===== src/rtl/core/svalloc_pkg.sv =====
package svalloc_pkg;

  localparam int unsigned VoicesDef   = 8;
  localparam int unsigned TimeBitsDef = 32;

  localparam logic [7:0] FreeMark = 8'hFF;

  localparam int unsigned InDataW  = 56;
  localparam int unsigned OutDataW = 24;

  typedef enum logic {
    ActStart   = 1'b0,
    ActRelease = 1'b1
  } action_e;

  typedef struct packed {
    logic       note_on;
    logic [3:0] channel;
    logic [6:0] pitch;
    logic [6:0] velocity;
  } ev_t;

  typedef struct packed {
    action_e    action;
    logic [2:0] voice;
    logic [6:0] pitch;
    logic [6:0] velocity;
  } cmd_t;

endpackage


===== src/rtl/core/svalloc_ram.sv =====
module svalloc_ram #(
  parameter int unsigned Width = 8,
  parameter int unsigned Depth = 8
) (
  input  logic                     clk_i,
  input  logic                     we_i,
  input  logic [$clog2(Depth)-1:0] waddr_i,
  input  logic [Width-1:0]         wdata_i,
  input  logic                     re_i,
  input  logic [$clog2(Depth)-1:0] raddr_i,
  output logic [Width-1:0]         rdata_o
);

  logic [Width-1:0] mem_q [Depth];

  always_ff @(posedge clk_i) begin
    if (we_i) begin
      mem_q[waddr_i] <= wdata_i;
    end
    if (re_i) begin
      rdata_o <= mem_q[raddr_i];
    end
  end

endmodule


===== src/rtl/core/svalloc_ctrl.sv =====
module svalloc_ctrl #(
  parameter int unsigned VOICES    = svalloc_pkg::VoicesDef,
  parameter int unsigned TIME_BITS = svalloc_pkg::TimeBitsDef
) (
  input  logic                  clk_i,
  input  logic                  rst_ni,
  input  logic                  start_i,
  input  svalloc_pkg::ev_t      ev_i,
  input  logic [TIME_BITS-1:0]  time_i,
  input  logic                  mode_i,
  input  logic                  clr_i,
  output logic                  idle_o,
  output logic                  cmd_valid_o,
  output svalloc_pkg::cmd_t     cmd_o,
  input  logic                  cmd_ready_i
);

  localparam int unsigned IW = $clog2(VOICES);
  localparam int unsigned EW = 8 + TIME_BITS;

  typedef enum logic [4:0] {
    StIdle   = 5'b00001,
    StScan   = 5'b00010,
    StDrain  = 5'b00100,
    StDecide = 5'b01000,
    StEmit   = 5'b10000
  } state_e;

  state_e               state_q, state_d;
  logic [IW-1:0]        cnt_q, cnt_d;
  logic                 rd_vld_q;
  logic [IW-1:0]        rd_idx_q;
  svalloc_pkg::ev_t     ev_q;
  logic [TIME_BITS-1:0] time_q;
  logic [VOICES-1:0]    pvld_q, svld_q;
  logic                 hit_q;
  logic [IW-1:0]        hit_idx_q;
  logic [IW-1:0]        best_idx_q;
  logic                 best_free_q;
  logic [TIME_BITS-1:0] best_stamp_q;
  logic [7:0]           chp_q;
  logic [TIME_BITS-1:0] chs_q;
  svalloc_pkg::cmd_t    cmd_q, cmd_d;

  logic                 ram_re, ram_we;
  logic [IW-1:0]        ram_waddr;
  logic [EW-1:0]        ram_wdata, ram_rdata;

  logic [7:0]           pv, evp;
  logic [TIME_BITS-1:0] sv;
  logic                 pfree, better, ch_ok, last;
  logic [IW-1:0]        ch_idx;

  svalloc_ram #(
    .Width(EW),
    .Depth(VOICES)
  ) u_ram (
    .clk_i  (clk_i),
    .we_i   (ram_we),
    .waddr_i(ram_waddr),
    .wdata_i(ram_wdata),
    .re_i   (ram_re),
    .raddr_i(cnt_q),
    .rdata_o(ram_rdata)
  );

  assign pv     = pvld_q[rd_idx_q] ? ram_rdata[7:0] : svalloc_pkg::FreeMark;
  assign sv     = svld_q[rd_idx_q] ? ram_rdata[EW-1:8] : '0;
  assign pfree  = (pv == svalloc_pkg::FreeMark);
  assign better = (pfree != best_free_q) ? pfree : (sv < best_stamp_q);
  assign evp    = {1'b0, ev_q.pitch};
  assign ch_ok  = ({2'b00, ev_q.channel} < 6'(VOICES));
  assign ch_idx = IW'(ev_q.channel);
  assign last   = (cnt_q == IW'(VOICES - 1));

  always_comb begin
    state_d   = state_q;
    cnt_d     = cnt_q;
    cmd_d     = cmd_q;
    ram_re    = 1'b0;
    ram_we    = 1'b0;
    ram_waddr = '0;
    ram_wdata = '0;
    case (state_q)
      StIdle: begin
        if (start_i) begin
          cnt_d   = '0;
          state_d = StScan;
        end
      end
      StScan: begin
        ram_re = 1'b1;
        cnt_d  = cnt_q + 1'b1;
        if (last) begin
          state_d = StDrain;
        end
      end
      StDrain: begin
        state_d = StDecide;
      end
      StDecide: begin
        state_d = StIdle;
        if (mode_i) begin
          if (ch_ok && ev_q.note_on) begin
            ram_we    = 1'b1;
            ram_waddr = ch_idx;
            ram_wdata = {chs_q, evp};
            cmd_d     = '{action: svalloc_pkg::ActStart, voice: 3'(ch_idx),
                          pitch: ev_q.pitch, velocity: ev_q.velocity};
            state_d   = StEmit;
          end else if (ch_ok && (chp_q == evp)) begin
            ram_we    = 1'b1;
            ram_waddr = ch_idx;
            ram_wdata = {chs_q, svalloc_pkg::FreeMark};
            cmd_d     = '{action: svalloc_pkg::ActRelease, voice: 3'(ch_idx),
                          pitch: 7'd0, velocity: 7'd0};
            state_d   = StEmit;
          end
        end else if (ev_q.note_on) begin
          if (!hit_q) begin
            ram_we    = 1'b1;
            ram_waddr = best_idx_q;
            ram_wdata = {time_q, evp};
            cmd_d     = '{action: svalloc_pkg::ActStart, voice: 3'(best_idx_q),
                          pitch: ev_q.pitch, velocity: ev_q.velocity};
            state_d   = StEmit;
          end
        end else if (hit_q) begin
          ram_we    = 1'b1;
          ram_waddr = hit_idx_q;
          ram_wdata = {time_q, svalloc_pkg::FreeMark};
          cmd_d     = '{action: svalloc_pkg::ActRelease, voice: 3'(hit_idx_q),
                        pitch: 7'd0, velocity: 7'd0};
          state_d   = StEmit;
        end
      end
      StEmit: begin
        if (cmd_ready_i) begin
          state_d = StIdle;
        end
      end
      default: begin
        state_d = StIdle;
      end
    endcase
  end

  always_ff @(posedge clk_i or negedge rst_ni) begin
    if (!rst_ni) begin
      state_q  <= StIdle;
      cnt_q    <= '0;
      rd_vld_q <= 1'b0;
      pvld_q   <= '0;
      svld_q   <= '0;
    end else begin
      state_q  <= state_d;
      cnt_q    <= cnt_d;
      rd_vld_q <= ram_re;
      if (clr_i) begin
        pvld_q <= '0;
      end else if (ram_we) begin
        pvld_q[ram_waddr] <= 1'b1;
      end
      if (ram_we) begin
        svld_q[ram_waddr] <= 1'b1;
      end
    end
  end

  always_ff @(posedge clk_i) begin
    cmd_q    <= cmd_d;
    rd_idx_q <= cnt_q;
    if (state_q == StIdle && start_i) begin
      ev_q   <= ev_i;
      time_q <= time_i;
    end
    if (rd_vld_q) begin
      if (rd_idx_q == '0) begin
        hit_q        <= (pv == evp);
        hit_idx_q    <= '0;
        best_idx_q   <= '0;
        best_free_q  <= pfree;
        best_stamp_q <= sv;
      end else begin
        if (!hit_q && (pv == evp)) begin
          hit_q     <= 1'b1;
          hit_idx_q <= rd_idx_q;
        end
        if (better) begin
          best_idx_q   <= rd_idx_q;
          best_free_q  <= pfree;
          best_stamp_q <= sv;
        end
      end
      if (rd_idx_q == ch_idx) begin
        chp_q <= pv;
        chs_q <= sv;
      end
    end
  end

  assign idle_o      = (state_q == StIdle);
  assign cmd_valid_o = (state_q == StEmit);
  assign cmd_o       = cmd_q;

  a_write_in_decide: assert property (@(posedge clk_i) disable iff (!rst_ni)
    ram_we |-> (state_q == StDecide))
    else $error("table written outside the decision step");

  a_scan_drained: assert property (@(posedge clk_i) disable iff (!rst_ni)
    (state_q == StDecide) |-> !rd_vld_q)
    else $error("read data still in flight at decision");

  a_release_zero: assert property (@(posedge clk_i) disable iff (!rst_ni)
    (cmd_valid_o && cmd_o.action == svalloc_pkg::ActRelease)
      |-> (cmd_o.pitch == 7'd0 && cmd_o.velocity == 7'd0))
    else $error("release command carries tone data");

  a_start_scans: assert property (@(posedge clk_i) disable iff (!rst_ni)
    (idle_o && start_i) |=> (state_q == StScan))
    else $error("accepted event did not start a scan");

endmodule


===== src/rtl/core/synth_voice_allocator_top.sv =====
// Channel   Direction  Signals                               Payload
// s_axis    in         s_axis_tvalid/tready/tdata/tuser      note event
// m_axis    out        m_axis_tvalid/tready/tdata/tuser      voice command
// cfg       in         cfg_valid_i/cfg_ready_o/cfg_data_i    global mode bit
//
// An event is accepted only while the allocator is idle; it passes through scan, drain and decide,
// then emit when it issues a command, and the scan reads one table entry per cycle.
// A command waits in the output register while the next event is already scanned.
// Reset marks every voice free with a zero stamp at once through per-entry valid bits.
// A stalled output holds the allocator in its emit step until the register frees.
module synth_voice_allocator_top #(
  parameter int unsigned VOICES    = svalloc_pkg::VoicesDef,
  parameter int unsigned TIME_BITS = svalloc_pkg::TimeBitsDef
) (
  input  logic                             clk_i,
  input  logic                             rst_ni,
  input  logic                             s_axis_tvalid,
  output logic                             s_axis_tready,
  // midi_channel[3:0], pitch[10:4], velocity[17:11], time_now[49:18], zero pad
  input  logic [svalloc_pkg::InDataW-1:0]  s_axis_tdata,
  // note_on[0]
  input  logic                             s_axis_tuser,
  output logic                             m_axis_tvalid,
  input  logic                             m_axis_tready,
  // voice[2:0], tone_pitch[9:3], tone_velocity[16:10], zero pad
  output logic [svalloc_pkg::OutDataW-1:0] m_axis_tdata,
  // action[0]
  output logic                             m_axis_tuser,
  input  logic                             cfg_valid_i,
  output logic                             cfg_ready_o,
  input  logic                             cfg_data_i
);

  logic              mode_q;
  logic              clr;
  logic              idle;
  logic              start;
  logic              cmd_valid, cmd_ready;
  svalloc_pkg::cmd_t cmd, out_q;
  logic              out_vld_q;
  svalloc_pkg::ev_t  ev;

  assign cfg_ready_o = 1'b1;
  assign clr         = cfg_valid_i && (cfg_data_i != mode_q);

  always_ff @(posedge clk_i or negedge rst_ni) begin
    if (!rst_ni) begin
      mode_q    <= 1'b0;
      out_vld_q <= 1'b0;
    end else begin
      if (clr) begin
        mode_q <= cfg_data_i;
      end
      if (cmd_valid && cmd_ready) begin
        out_vld_q <= 1'b1;
      end else if (m_axis_tready) begin
        out_vld_q <= 1'b0;
      end
    end
  end

  always_ff @(posedge clk_i) begin
    if (cmd_valid && cmd_ready) begin
      out_q <= cmd;
    end
  end

  assign cmd_ready     = !out_vld_q || m_axis_tready;
  assign s_axis_tready = idle;
  assign start         = s_axis_tvalid && idle;

  assign ev = '{note_on: s_axis_tuser, channel: s_axis_tdata[3:0],
                pitch: s_axis_tdata[10:4], velocity: s_axis_tdata[17:11]};

  svalloc_ctrl #(
    .VOICES   (VOICES),
    .TIME_BITS(TIME_BITS)
  ) u_ctrl (
    .clk_i      (clk_i),
    .rst_ni     (rst_ni),
    .start_i    (start),
    .ev_i       (ev),
    .time_i     (TIME_BITS'(s_axis_tdata[49:18])),
    .mode_i     (mode_q),
    .clr_i      (clr),
    .idle_o     (idle),
    .cmd_valid_o(cmd_valid),
    .cmd_o      (cmd),
    .cmd_ready_i(cmd_ready)
  );

  assign m_axis_tvalid = out_vld_q;
  assign m_axis_tdata  = {7'd0, out_q.velocity, out_q.pitch, out_q.voice};
  assign m_axis_tuser  = out_q.action;

endmodule

===== config.mk =====
export PLATFORM = sky130hd
export DESIGN_NAME = synth_voice_allocator_top
export DESIGN_NICKNAME = d
export VERILOG_FILES = /design/src/rtl/core/svalloc_pkg.sv /design/src/rtl/core/svalloc_ram.sv /design/src/rtl/core/svalloc_ctrl.sv /design/src/rtl/core/synth_voice_allocator_top.sv
export SDC_FILE = /design/constraint.sdc
export NUM_CORES = 1
export LEC_CHECK = 0
export BUFFER_PORTS_ARGS = -buffer_cell sky130_fd_sc_hd__buf_2
export CORE_UTILIZATION = 55
export CTS_CLUSTER_SIZE = 16
export DETAILED_ROUTE_END_ITERATION = 8
export MAX_ROUTING_LAYER = met4
export PLACE_DENSITY = 0.83
export SYNTH_ARGS = -nofsm -noshare
export SYNTH_HDL_FRONTEND = slang
export SYNTH_SLANG_ARGS = --single-unit
export TNS_END_PERCENT = 5

===== constraint.sdc =====
create_clock -name clk_i -period 6 [get_ports clk_i]
set_input_delay 1.2 -clock clk_i [delete_from_list [all_inputs] [get_ports clk_i]]
set_output_delay 1.2 -clock clk_i [all_outputs]
set_load 0.1 [all_outputs]

==> metrics <==
Power Density=373.7 nW/um2; first-pass GRT wire length=67070 um; DP Wirelength=23910 um; Tot GR Track Use=22.93%; post-synth cell types=57; Resized cells post-CTS=0; Post-Synth Adder-Cell Area=1.949%; H-tree Lvls=2; first-iteration detailed-routing DRC count=1226; Hold Buf Count CTS=0; Critical Path Fanout Max=33; cells after synthesis=1145; pin count of the biggest net entering global routing=77; via/cell ratio=roughly 6; worst-case reg-to-reg path depth=11; Die Area=40490 um2; minimum setup slack in the final design=1.252 ns; dpl ws=1.349 ns; Critical Setup Path Class=reg -> reg; Post-Route WL=44100 um; Synth warnings=0; area leader, netlist=edfxtp_1; Required @ worst endpoint=approximately 6.3 ns; GRT overflow=0; drc violations=0; Layout fillers=2503; Hold EP=m_axis_tdata[1]$_DFFE_PP_; Routed Antenna Nets=0; Async SR Flop Fraction=4.847%; vias in the first global route=11370; crit path DAT=5.07 ns; largest cells by area after synthesis=edfxtp_1, mux4_2, dfrtp_1; clk buf depth=3; largest family of logic cells by synthesized area=multiplexers; clock sinks=557; Final setup viols=0; reg2reg start=u_ctrl.rd_idx_q[1]$_DFF_P_; Hold Path Cell Cnt=0; Synth Flop Type=edfxtp_1; final net count=approximately 1300; Synth top area share=72.50%; Synth Area in Compound Gates=under 10%; Synth top cells by count=edfxtp_1, mux4_2, nor2_1; Reg clk slew, reported paths=roughly 0.060 ns; Avg Cell Area, Syn=19.06 um2; First-pass DRT Iterations=5; die width=about 200 um; Cell Area, Synth=21830 um2; Hold Path Class=reg -> reg; TritonCTS clock tree=done; Max IR drop VDD=0.2632 mV; register bit total from synthesis=557; relative slew slack=22.00%; Port Buffers=76; status=finished, final reports clean; Setup Fix Bufs, Post-CTS=0; Synth Area in Simple Gates=5.216%; post-synthesis mux area share=12.54%; XOR/XNOR share of the synthesized area=0.6821%; initial antenna violation count=0; via count=around 11000; Core ar.=38920 um2; unrepaired setup endpoints after global routing=no; layout cells sized above 1=26.30%; Core Rows=slightly above 70; cell with the most instances after synthesis=edfxtp_1; WL/cell=24.35 um; area delta synth->final=13.41%; Initial Utilization=56.09%; register area share after synthesis=75.88%; Die Y=201.2 um; number of antenna diodes=0; max-capacitance violation count=0; register area=16570 um2; Clk Tree Root Cell=clkbuf_16; Post-synth EDFFs=527; setup TNS=0 ns; Static Leak=around 7.6 nW; routability cong.=0.8160; Worst Skew=0.01056 ns; Fmax=0.2106 GHz; Hold Crit Start=u_ctrl.cmd_o[15]$_DFFE_PP_; # IOs=91; worst slew pin tran=1.170 ns; area of the multi-input gates=4952 um2; Worst R2R End=u_ctrl.best_stamp_q[19]$_DFFE_PP_; reg2reg setup slack=between 1 and 1.5 ns; CP Launch Type=flip-flop; CP Capture Type=flip-flop; clk_lat worst skew=0.60 ns; Fin. Hold Viols=0; CTS buffer count=54; Final Slew Violations=0; Tmin final=4.748 ns; Final Cycle Share=79.14%
-- report_power, final --
part           switching [W]  internal, W  leakage, nW
Combinational       0.000653     0.000359         2.12
Clock                0.00143      0.00216        0.921
Sequential          0.000157      0.00449         4.55
-- logic make-up after synthesis --
| group | after synthesis |
|---|---|
| compound gates | 61 |
| flops | 557 |
| other cells | 2 |
| xor+xnor | 17 |
| mux | 162 |
| fa+ha+maj | 34 |
| buf+inv | 97 |
| simple gates | 215 |
-- per-stage QoR --
step	total power [W]	instance area (um2)	instances	util, %	hold WS [ns]
floorplan	0.005431	21850	1151	-	0.3693
global placement	0.005710	22870	1709	58.75	0.4024
detailed placement	0.005741	22870	1709	58.75	0.4127
CTS	0.009304	24750	1811	63.61	0.4154
global route	0.009545	24750	1811	63.61	0.4279
finish	0.009251	24750	1811	63.61	0.4173
-- layer usage --
| layer | share of wire, % | track usage [%] |
|---|---|---|
| met4 | 2.6 | 7.927 |
| met2 | 50 | 37.26 |
| met3 | 6.9 | 3.677 |
| met1 | 40 | 29.71 |
| met5 | 0 | - |
-- placed cells by master, fill, tap and decap left out, types with 3 or more instances in the layout --
master and n:
nand3_1 13, mux4_2 82, buf_2 76, xor2_1 8, and2_1 48, ha_1 34, nor3_1 9, mux2i_1 35
buf_4 18, clkbuf_16 54, clkbuf_1 10, dfrtp_1 22, edfxtp_1 527, nor2_4 3, nor2_1 62, o21a_1 9
nor3_2 3, o21bai_1 3, nand2_1 17, clkinv_1 9, or2_2 12, nor2b_1 5, and3_1 4, a21oi_1 15
conb_1 8, inv_6 3, nand4_1 13, or2_1 5, nor4_2 3, xnor2_1 9, inv_1 40, bufinv_16 11
clkinv_2 10, nand3b_1 4, o21ai_0 13, a211oi_1 3, dfxtp_1 3, mux2_2 42
-- how the worst max path moves through the flow --
stage,endpoint,cells after the start,slack (ns),start
global placement,u_ctrl.best_stamp_q[17]$_DFFE_PP_,11,1.42,u_ctrl.rd_idx_q[1]$_DFF_P_
floorplan,u_ctrl.u_ram.mem_q[5][0]$_DFFE_PP_,3,0.12,u_ctrl.state_q[4]$_DFFE_PN0P_
detailed placement,u_ctrl.best_stamp_q[17]$_DFFE_PP_,11,1.35,u_ctrl.rd_idx_q[1]$_DFF_P_
global route,u_ctrl.best_stamp_q[9]$_DFFE_PP_,11,1.11,u_ctrl.rd_idx_q[1]$_DFF_P_
finish,u_ctrl.best_stamp_q[19]$_DFFE_PP_,11,1.25,u_ctrl.rd_idx_q[1]$_DFF_P_
CTS,u_ctrl.best_stamp_q[19]$_DFFE_PP_,11,1.33,u_ctrl.rd_idx_q[1]$_DFF_P_
-- critical path, stage by stage, from the launching register on --
cell	delay, ns
dfxtp_1	0.58
mux4_1	0.62
mux2_2	0.56
and2_1	0.32
ha_1	0.30
nand4_1	0.14
nor3_1	0.56
o221ai_1	0.33
and4b_1	0.30
a22oi_1	0.28
nor2_4	0.17
buf_4	0.28
-- flip-flops by register name (all words and copies together), names as in the netlist, 16 cells and up --
signal / flops
u_ctrl.cmd_o: 18
u_ctrl.ev_q: 16
u_ctrl.best_stamp_q: 32
m_axis_tdata: 17
u_ctrl.time_q: 32
u_ctrl.chs_q: 32
u_ctrl.u_ram.rdata_o: 40
u_ctrl.u_ram.mem_q: 320
-- area by class of cell --
class	count	share of cell area [%]
Clock inverter	36	1.906
Clock buffer	66	5.722
Tap cell	518	2.618
Multi-Input combinational cell	497	20.01
Timing Repair Buffer	95	2.163
Sequential cell	557	66.95
Inverter	42	0.6369
Power figures use the tool's default switching activity.
